## src/hw/rtl/lhbs_div.sv

```systemverilog
`timescale 1ns / 1ps
`default_nettype none

// Restoring divider, one quotient bit per stage, side data alongside
module lhbs_div #(
  parameter int QW = 16,
  parameter int DW = 16,
  parameter int SW = 8
) (
  input  wire logic          clk,
  input  wire logic          rst,
  input  wire logic          adv,
  input  wire logic          in_valid,
  input  wire logic [DW-1:0] rem_in,
  input  wire logic [QW-1:0] num_in,
  input  wire logic [DW-1:0] den,
  input  wire logic [SW-1:0] side_in,
  output logic               out_valid,
  output logic      [QW-1:0] quot,
  output logic      [SW-1:0] side_out
);

  logic          vld_q  [QW];
  logic [DW-1:0] rem_q  [QW];
  logic [QW-1:0] num_q  [QW];
  logic [QW-1:0] quo_q  [QW];
  logic [SW-1:0] side_q [QW];

  for (genvar k = 0; k < QW; k++) begin : g_stage
    logic          vp;
    logic [DW-1:0] rp;
    logic [QW-1:0] np;
    logic [QW-1:0] qp;
    logic [SW-1:0] sp;
    logic [DW:0]   t;
    logic          ge;

    if (k == 0) begin : g_first
      assign vp = in_valid;
      assign rp = rem_in;
      assign np = num_in;
      assign qp = '0;
      assign sp = side_in;
    end else begin : g_next
      assign vp = vld_q[k-1];
      assign rp = rem_q[k-1];
      assign np = num_q[k-1];
      assign qp = quo_q[k-1];
      assign sp = side_q[k-1];
    end

    // trial subtract
    assign t  = {rp, np[QW-1]};
    assign ge = (t >= {1'b0, den});

    always_ff @(posedge clk) begin
      if (rst) begin
        vld_q[k] <= 1'b0;
      end else if (adv) begin
        vld_q[k] <= vp;
      end
    end

    always_ff @(posedge clk) begin
      if (adv) begin
        rem_q[k]  <= ge ? DW'(t - {1'b0, den}) : DW'(t);
        num_q[k]  <= np << 1;
        quo_q[k]  <= {qp[QW-2:0], ge};
        side_q[k] <= sp;
      end
    end
  end

  assign out_valid = vld_q[QW-1];
  assign quot      = quo_q[QW-1];
  assign side_out  = side_q[QW-1];

endmodule

`default_nettype wire

```

## config.mk

```make
export PLATFORM = sky130hd
export DESIGN_NAME = lhbs_div
export DESIGN_NICKNAME = d
export VERILOG_FILES = /design/src/hw/rtl/lhbs_div.sv
export SDC_FILE = /design/constraint.sdc
export NUM_CORES = 1
export LEC_CHECK = 0
export ABC_AREA = 0
export BUFFER_PORTS_ARGS = -buffer_cell sky130_fd_sc_hd__buf_2
export CORE_MARGIN = 1.5
export CORE_UTILIZATION = 35
export CTS_CLUSTER_DIAMETER = 100
export DETAILED_ROUTE_END_ITERATION = 10
export HOLD_SLACK_MARGIN = 0.15
export PLACE_DENSITY = 0.61
export SLEW_MARGIN = 20
export SYNTH_ARGS = -nofsm -noshare
export SYNTH_HDL_FRONTEND = slang
export SYNTH_SLANG_ARGS = --single-unit
```

## constraint.sdc

```tcl
create_clock -name clk -period 8.34 [get_ports clk]
set_input_delay 0.834 -clock clk [delete_from_list [all_inputs] [get_ports clk]]
set_output_delay 0.834 -clock clk [all_outputs]
set_load 0.1 [all_outputs]
```

==> run_results.csv <==
group,metric,value,unit
critical_path,path_class,"input port to register",
cts,cts_resized,0,
critical_path,rrSetupSlack,4.76,ns
sta,clock_skew,0.0282,ns
critical_path,start_kind,"input port",
global_route,grt-ovfl-total,0,
worst_hold_path,hold_path_class,"input port to register",
sta,maxSlewViolCount,0,
synth,syn_nets,2881,
cts,clockBufferDepth,3,
routing,firstDrtPassIters,5,
synth,synth_edf_count,640,
synth,synthFlopType,"edfxtp_1",
sta,max_freq,221,MHz
cts,clk_latency,0.64,ns
routing,wirelength,70.0,mm
floorplanning,die_y,311,um
cts,numCtsBuffers,74,
sta,min_period_over_period,54.2,%
sta,min_period,4.52,ns
synth,synth_warnings,0,
routing,drtIter0Drc,1321,
cts,clk_pin_slew,0.06,ns
critical_path,cp_data_arrival_time,4.90,ns
floorplanning,die_area,97000,sq um
synth,syn_area,33300,sq um
synth,yosysTopAreaCell,"edfxtp_1",
synth,async_reset_ff_share,0,%
cts,clock-root-buffer,"clkbuf_16",
floorplanning,start_util,35.5,%
cells_and_area,drive_above_1_share,14.2,%
run_status,status,"finished, final reports clean",
sta,finalHoldViolations,0,
global_route,first_global_vias,20400,
cts,post_cts_buffers,0,
power_and_ir_drop,p_per_area,368,nW/um^2
place,io_buffers,84,
synth,synth_seq_cells,640,
routing,vias_per_cell,5.14,
cts,cts.sinks,640,
synth,ys_seq_area_share,57.7,%
synth,synth.distinct_cells,73,
sta,setup_viol,0,
floorplanning,core-area,93700,sq um
critical_path,cp.required,8.72,ns
global_route,antenna_found_initial,0,
routing,drc_errors,0,
floorplanning,ioPinCount,85,
place,dp_slack,3.10,ns
sta,rsz0062_at_grt,"false",
global_route,grt_max_degree,177,
synth,synth_top_area_share,57.7,%
place,gp_congestion,0.866,
place,dp_hpwl,46.3,mm
sta,setup_tns,0,ns
cts,cts_tree,"yes",
global_route,gr-usage-all-layers,14.4,%
synth,avgSynthCellArea,13.1,sq um
sta,worst_pin_slew,1.07,ns
floorplanning,die_x,311,um
sta,relSlewSlack,28.8,%
critical_path,crit_path_end_kind,"register",
power_and_ir_drop,peakVddDrop,0.207,mV
cells_and_area,fin_nets,3040,
routing,detail-route-antenna-nets,0,
critical_path,crit_fanout,17,
cells_and_area,antenna_cells,0,
cts,htreeDepth,3,
routing,wl_per_cell,17.4,um
routing,vias,20600,
synth,synth_cells,2550,
cts,hold_buffers,0,
job,max-cap-violations,0,
sta,timing.final.ws_setup,3.82,ns
floorplanning,rows,112,
power_and_ir_drop,leakagePower,14.4,nW
cells_and_area,syn2layout_area_growth,13.6,%
cells_and_area,fill_cells,8791,
synth,synth.area.top_cells,"edfxtp_1 (58%), ha_1 (9.6%), mux2_2 (4.6%)",
global_route,grt_first_pass_wirelength,111,mm
final cells by class:
cell class                      instances  area (sq um)  share of cell area (%)
Clock buffer                           88          1900                    5.03
Clock inverter                         45           505                    1.34
Inverter                              106           398                    1.05
Multi-Input combinational cell       1773         13600                    35.8
Sequential cell                       640         19200                    50.8
Tap cell                             1254          1570                    4.15
Timing Repair Buffer                  114           681                    1.80
layer usage:
layer | global-route usage [%] | vias up | share of wire (%)
met5 | 0 | - | 0
met4 | 5.92 | 0 | 3.4
met3 | 2.37 | 136 | 4.5
met2 | 24.1 | 398 | 48
met1 | 18.3 | 9913 | 44
li1 | - | 10200 | -
critical path: stages:
cell      delay (ns)
buf_2           0.08
buf_4           0.42
inv_1           0.27
buf_4           0.30
ha_1            0.34
nor2b_4         0.14
o31a_1          0.30
o311a_4         0.35
o31ai_4         0.27
o21ai_2         0.11
a21o_1          0.19
a211oi_4        0.84
mux2_2          0.41
metrics by stage:
| step | power (mW) | cell area [sq um] | std cells | util, % | hold slack [ns] |
|---|---|---|---|---|---|
| finish | 13.9 | 37800 | 4020 | 40.3 | 0.372 |
| global placement | 10.6 | 35400 | 3887 | 37.8 | 0.400 |
| floorplan | 9.41 | 33300 | 2550 | - | 0.400 |
| detailed placement | 10.7 | 35400 | 3887 | 37.8 | 0.405 |
| global route | 14.9 | 37800 | 4020 | 40.3 | 0.338 |
| CTS | 14.0 | 37800 | 4020 | 40.3 | 0.317 |
sequential cells by signal, summed over array words and instances (netlist names):
signal  cells
rem_q     240
quo_q     136
side_q    128
num_q     120
vld_q      16
power by group:
| part | leakage (nW) | total (mW) | internal [mW] | switching (mW) |
|---|---|---|---|---|
| Combinational | 6.94 | 5.58 | 2.61 | 2.97 |
| Clock | 1.17 | 3.24 | 1.90 | 1.35 |
| Sequential | 6.26 | 5.09 | 4.67 | 0.423 |
cells by family (layout without fill, tap and decap cells):
| group | after synthesis | after routing | synth area share (%) |
|---|---|---|---|
| AO/OA/AOI/OAI | 594 | 594 | 11.7 |
| XOR/XNOR | 160 | 160 | 4.21 |
| adder cells (fa/ha/maj) | 271 | 271 | 10.5 |
| buffers and inverters | 137 | 353 | 1.65 |
| flip-flops | 640 | 640 | 57.7 |
| multiplexers | 170 | 170 | 5.73 |
| AND/OR/NAND/NOR | 578 | 578 | 8.51 |
synthesized netlist by cell type, types with 24 or more instances:
| library cell | n |
|---|---|
| o21a_1 | 44 |
| edfxtp_1 | 640 |
| a21oi_1 | 165 |
| inv_1 | 106 |
| a21o_1 | 62 |
| nor2_1 | 175 |
| xnor2_1 | 105 |
| nand4_1 | 40 |
| a31oi_1 | 24 |
| nand3_1 | 42 |
| mux2_2 | 136 |
| nand2_1 | 107 |
| nor3_1 | 56 |
| nor2b_1 | 43 |
| mux2i_1 | 27 |
| o21ai_0 | 122 |
| nand2b_1 | 26 |
| xor2_1 | 55 |
| ha_1 | 256 |
final timing paths:
| check | start | endpoint | cells after the start |
|---|---|---|---|
| worst min register to register | quo_q[2][16]$_DFFE_PP_ | quo_q[3][1]$_DFFE_PP_ | 0 |
| worst max register to register | rem_q[1][48]$_DFFE_PP_ | rem_q[1][69]$_DFFE_PP_ | 9 |
| worst max-delay path | den[1] | rem_q[1][69]$_DFFE_PP_ | 13 |
| worst min-delay path | num_in[14] | num_q[0][14]$_DFFE_PP_ | 1 |
cell usage in the layout, fill, tap and decap left out, drive strengths merged, types with 26 or more instances in the layout:
master	n
a21o	62
a21oi	166
buf	114
clkbuf	88
clkinv	32
edfxtp	640
ha	256
inv	109
mux2	143
mux2i	27
nand2	107
nand2b	26
nand3	42
nand4	40
nor2	175
nor2b	44
nor3	56
o21a	44
o21ai	127
xnor2	105
xor2	55
(Power assumes the default switching activity.)
