## src/hw/rtl/lhbs_pkg.sv

```systemverilog
`timescale 1ns / 1ps
`default_nettype none

package lhbs_pkg;

  // Field widths
  localparam int IDX_W   = 10;
  localparam int CH_W    = 16;
  localparam int BYTE_W  = 8;
  localparam int MODE_W  = 2;
  localparam int LEN_W   = 11;
  localparam int CFG_A_W = 3;

  // Blob geometry, positions in Q10.17
  localparam int POS_FRAC = 17;
  localparam int POS_W    = IDX_W + POS_FRAC;
  localparam int WGT_W    = 17;
  localparam logic [CH_W-1:0] WIDTH_FLOOR = 16'd655;
  localparam logic [CH_W-1:0] HALF_MIN    = 16'd1311;

  // Falloff codes
  localparam logic [MODE_W-1:0] FALLOFF_UNIFORM = 2'd0;
  localparam logic [MODE_W-1:0] FALLOFF_SQUARED = 2'd1;
  localparam logic [MODE_W-1:0] FALLOFF_CUBED   = 2'd2;

  // Register map
  typedef enum logic [CFG_A_W-1:0] {
    CFG_HUE          = 3'd0,
    CFG_SATURATION   = 3'd1,
    CFG_RGB_LEVEL    = 3'd2,
    CFG_WHITE_LEVEL  = 3'd3,
    CFG_BLOB_CENTER  = 3'd4,
    CFG_BLOB_WIDTH   = 3'd5,
    CFG_FALLOFF_MODE = 3'd6,
    CFG_STRIP_LENGTH = 3'd7
  } cfg_reg_t;

  // Side data through the position divider
  typedef struct packed {
    logic [IDX_W-1:0] idx;
    logic             uni;
  } item_t;

  // Side data through the falloff divider
  typedef struct packed {
    logic [IDX_W-1:0] idx;
    logic             uni;
    logic             in_blob;
  } blob_t;

  // x / 65535 for x below 2^32: estimate then one correction
  function automatic logic [CH_W-1:0] div65535(input logic [31:0] x);
    logic [32:0] y;
    logic [16:0] q;
    logic [32:0] r;
    y = {1'b0, x} + {17'b0, x[31:16]};
    q = y[32:16];
    r = {1'b0, x} - (({16'b0, q} << 16) - {16'b0, q});
    if (r >= 33'd65535) begin
      q = q + 17'd1;
    end
    return q[CH_W-1:0];
  endfunction

  // x / 257 for 16-bit x: x*255>>16 then one correction
  function automatic logic [BYTE_W-1:0] div257(input logic [CH_W-1:0] x);
    logic [23:0] e;
    logic [7:0]  q;
    logic [16:0] r;
    e = ({8'b0, x} << 8) - {8'b0, x};
    q = e[23:16];
    r = {1'b0, x} - ({1'b0, q, 8'b0} + {9'b0, q});
    if (r >= 17'd257) begin
      q = q + 8'd1;
    end
    return q;
  endfunction

endpackage

`default_nettype wire

```

## src/hw/rtl/lhbs_hsv.sv

```systemverilog
`timescale 1ns / 1ps
`default_nettype none

// Six-sector HSV to RGB bytes, free running on the configuration
module lhbs_hsv (
  input  wire logic                       clk,
  input  wire logic [lhbs_pkg::CH_W-1:0]  hue,
  input  wire logic [lhbs_pkg::CH_W-1:0]  saturation,
  input  wire logic [lhbs_pkg::CH_W-1:0]  rgb_level,
  input  wire logic [lhbs_pkg::CH_W-1:0]  white_level,
  output logic      [lhbs_pkg::BYTE_W-1:0] red,
  output logic      [lhbs_pkg::BYTE_W-1:0] green,
  output logic      [lhbs_pkg::BYTE_W-1:0] blue,
  output logic      [lhbs_pkg::BYTE_W-1:0] white
);
  import lhbs_pkg::*;

  logic [2:0]      sector1, sector2, sector3, sector4;
  logic [CH_W-1:0] frac1;
  logic [CH_W-1:0] sf2, st2;
  logic [31:0]     pm2, qm3, tm3;
  logic [CH_W-1:0] p3, p4, q4, t4;
  logic [18:0]     x6;
  logic [31:0]     sf_prod;
  logic [32:0]     st_prod;
  logic [CH_W-1:0] rf, gf, bf;

  // Stage 1: sector and fraction
  assign x6 = {3'b0, hue} * 19'd6;
  always_ff @(posedge clk) begin
    sector1 <= x6[18:16];
    frac1   <= x6[15:0];
  end

  // Stage 2: saturation products
  assign sf_prod = {16'b0, saturation} * {16'b0, frac1};
  assign st_prod = {17'b0, saturation} * (33'h10000 - {17'b0, frac1});
  always_ff @(posedge clk) begin
    sector2 <= sector1;
    sf2     <= sf_prod[31:16];
    st2     <= st_prod[31:16];
    pm2     <= {16'b0, rgb_level} * {16'b0, ~saturation};
  end

  // Stage 3: level products, p resolved
  always_ff @(posedge clk) begin
    sector3 <= sector2;
    qm3     <= {16'b0, rgb_level} * {16'b0, ~sf2};
    tm3     <= {16'b0, rgb_level} * {16'b0, ~st2};
    p3      <= div65535(pm2);
  end

  // Stage 4: q and t resolved
  always_ff @(posedge clk) begin
    sector4 <= sector3;
    p4      <= p3;
    q4      <= div65535(qm3);
    t4      <= div65535(tm3);
  end

  // Sector select
  always_comb begin
    case (sector4)
      3'd0:    begin rf = rgb_level; gf = t4;        bf = p4;        end
      3'd1:    begin rf = q4;        gf = rgb_level; bf = p4;        end
      3'd2:    begin rf = p4;        gf = rgb_level; bf = t4;        end
      3'd3:    begin rf = p4;        gf = q4;        bf = rgb_level; end
      3'd4:    begin rf = t4;        gf = p4;        bf = rgb_level; end
      default: begin rf = rgb_level; gf = p4;        bf = q4;        end
    endcase
  end

  // Stage 5: bytes
  always_ff @(posedge clk) begin
    red   <= div257(rf);
    green <= div257(gf);
    blue  <= div257(bf);
    white <= div257(white_level);
  end

endmodule

`default_nettype wire

```

## config.mk

```make
export PLATFORM = sky130hd
export DESIGN_NAME = lhbs_hsv
export DESIGN_NICKNAME = d
export VERILOG_FILES = /design/src/hw/rtl/lhbs_pkg.sv /design/src/hw/rtl/lhbs_hsv.sv
export SDC_FILE = /design/constraint.sdc
export NUM_CORES = 2
export LEC_CHECK = 0
export BUFFER_PORTS_ARGS = -buffer_cell sky130_fd_sc_hd__buf_4
export CAP_MARGIN = 5
export CORE_MARGIN = 2
export CORE_UTILIZATION = 23
export CTS_BUF_LIST = sky130_fd_sc_hd__clkbuf_2 sky130_fd_sc_hd__clkbuf_4 sky130_fd_sc_hd__clkbuf_8
export CTS_CLUSTER_SIZE = 40
export DETAILED_ROUTE_END_ITERATION = 6
export PLACE_DENSITY = 0.37
export SLEW_MARGIN = 15
export SYNTH_ARGS = -nofsm -noshare
export SYNTH_HDL_FRONTEND = slang
export SYNTH_SLANG_ARGS = --single-unit
```

## constraint.sdc

```tcl
create_clock -name clk -period 10.2 [get_ports clk]
set_input_delay 2.04 -clock clk [delete_from_list [all_inputs] [get_ports clk]]
set_output_delay 2.04 -clock clk [all_outputs]
set_load 0.01 [all_outputs]
```

==> impl_metrics.ini <==
[routing]
vias = 50502
firstDrtPassIters = 5
ant_nets = 0
avgViaCountPerCell = 4.46
drtIter0Drc = 2583
wl_um = 210000
wl_per_cell_um = 18.5
drc_errors = 0

[worst_hold_path]
hp-class = reg -> reg

[cts]
cts_tree = yes
root_buffer = clkbuf_8
cts_made_buffers = 55
htree_levels = 2
post_cts_resized = 0
clock_latency_ns = 0.81
path_clk_slew_ns = 0.05
clockBufferDepth = 3
cts.sinks = 251
ctsHoldBuffers = 0
post_cts_buffers = 0

[sta]
fmax_ghz = 0.114
hold_violations = 0
clock_skew_ns = 0.0527
tns_ns = 0
slew_headroom = 0.312
fin_crit_ns = 8.74
worstMarginPinSlew_ns = 1.03
whs_ns = 0.327
drv_slew = 0
period_share = 0.857
rsz0062_at_grt = no
setup_viol = 0

[cells_and_area]
final_common_cell = inv_1
syn_to_final_growth_pct = 9.67
regArea_mm2 = 0.00503
stdcell_count = 11328
multi_input_area_mm2 = 0.0528
fin_nets = 9481
drive_gt1_frac = 0.0465
final_cell_mix = inv_1, fa_1, ha_1
nFillCells = 30733

[die]
ios = 97
num_rows = 194
die_h_um = 535
die_x_um = 535
die_area_mm2 = 0.286
core_area_mm2 = 0.280
start_util = 0.232

[grt]
grt_max_degree = 47
antenna_found_initial = 15
gr-total-overflow = 0
grtUsageTotal = 0.148
grt_pass1_vias = 54165
grt_pass1_wl_um = 328000

[yosys]
syn_inst = 7616
synthAdderAreaFrac = 0.471
synth-seq-cells = 251
yosysTopAreaCell = fa_1
muxShareOfSynthArea = 0.00419
synth_ff_type = dfxtp_1
synth_simple_gate_area_frac = 0.190
ys_async_sr_fraction = 0
yosys.area.top_type_share = 0.296
synth.area.top_cells = fa_1, ha_1, inv_1
synth_nets = 9542
synth_compound_area_frac = 0.101
syn_area_per_cell_um2 = 8.50
synth_cell_type_count = 98
synth.yosys.seq_area_share = 0.0776
synth_edf_count = 0
synth_top_family_by_area = adder cells
synth_area_mm2 = 0.0648
yosysWarnings = 0
synth_xor_area_frac = 0.0483

[place]
dp_cells = 11222
io_buffers = 96
hpwl_um = 170000
place_congestion = 0.859

[worst_setup_path]
critPathMaxFanout = 17
worst_path_dominant_cell_family = adder cells
end_kind = flip-flop
start_kind = flip-flop
cp.required_ns = 10.89
path_buf_inv = 8
crit_path_top_delay_cell = fa_1
cpPeakStageDelay_ns = 0.55
worstPathArrival_ns = 9.43
path_class = reg -> reg

[flow_run]
cap_violations = 0

[outcome]
status = finished clean
## metal layers
layer,up-vias,GRT usage,part of all wire
met2,823,0.251,0.47
met3,180,0.0136,0.033
met4,6,0.0296,0.018
li1,24068,-,-
met1,25425,0.203,0.48
met5,-,0,0.00015
## sequential cells by signal, indices dropped and copies added, names as in the netlist
signal   flops
blue         8
frac1       15
green        8
p3          16
p4          16
pm2         32
q4          16
qm3         32
red          8
sector1      3
sector2      3
sector3      3
sector4      3
sf2         16
st2         16
t4          16
tm3         32
white        8
## area by class of cell
type	count	area share
tap	3724	0.0656
sequential	251	0.0708
clock buffer	75	0.0138
timing repair buffer	188	0.0200
multi-input combinational	5512	0.743
clock inverter	25	0.00495
antenna	6	0.000211
inverter	1547	0.0818
## logic make-up (layout without fill, tap and decap cells)
kind of cell,count (synthesis),count (layout)
other,0,6
AND/OR/NAND/NOR,2312,2312
XOR/XNOR,356,356
AO/OA/AOI/OAI,955,955
multiplexers,26,26
buffers and inverters,1853,1835
flip-flops,251,251
adder cells (fa/ha/maj),1863,1863
## per-stage QoR
step           cell area, µm²   util  worst slack (ns)
2_1_floorplan           64800      -              1.43
3_3_place_gp            69700  0.249             0.839
3_5_place_dp            69700  0.249             0.798
4_1_cts                 71000  0.254              1.26
5_1_grt                 71000  0.254             0.817
6_report                71000  0.254              1.46
## worst paths after layout
check	startpoint	to	slack [ns]	cells past startpoint
min	sector2[2]	sector3[2]	0.33	0
min reg2reg	sector2[2]	sector3[2]	0.33	0
max	frac1[2]	st2[15]	1.46	33
max reg2reg	frac1[2]	st2[15]	1.46	33
## cells in the mapped netlist, drive strengths merged (84+ instances only)
master  instances
clkbuf        273
xnor2         282
nand3          84
a21o          100
a21oi         234
dfxtp         251
fa            958
nand2b        543
nor3           94
o21ai         174
ha            903
nor2b         234
nand2         495
inv          1545
and2          240
nor2          346
Power is not shown: default switching activity piles up to over one toggle a cycle in this logic, so the estimate is an artifact.
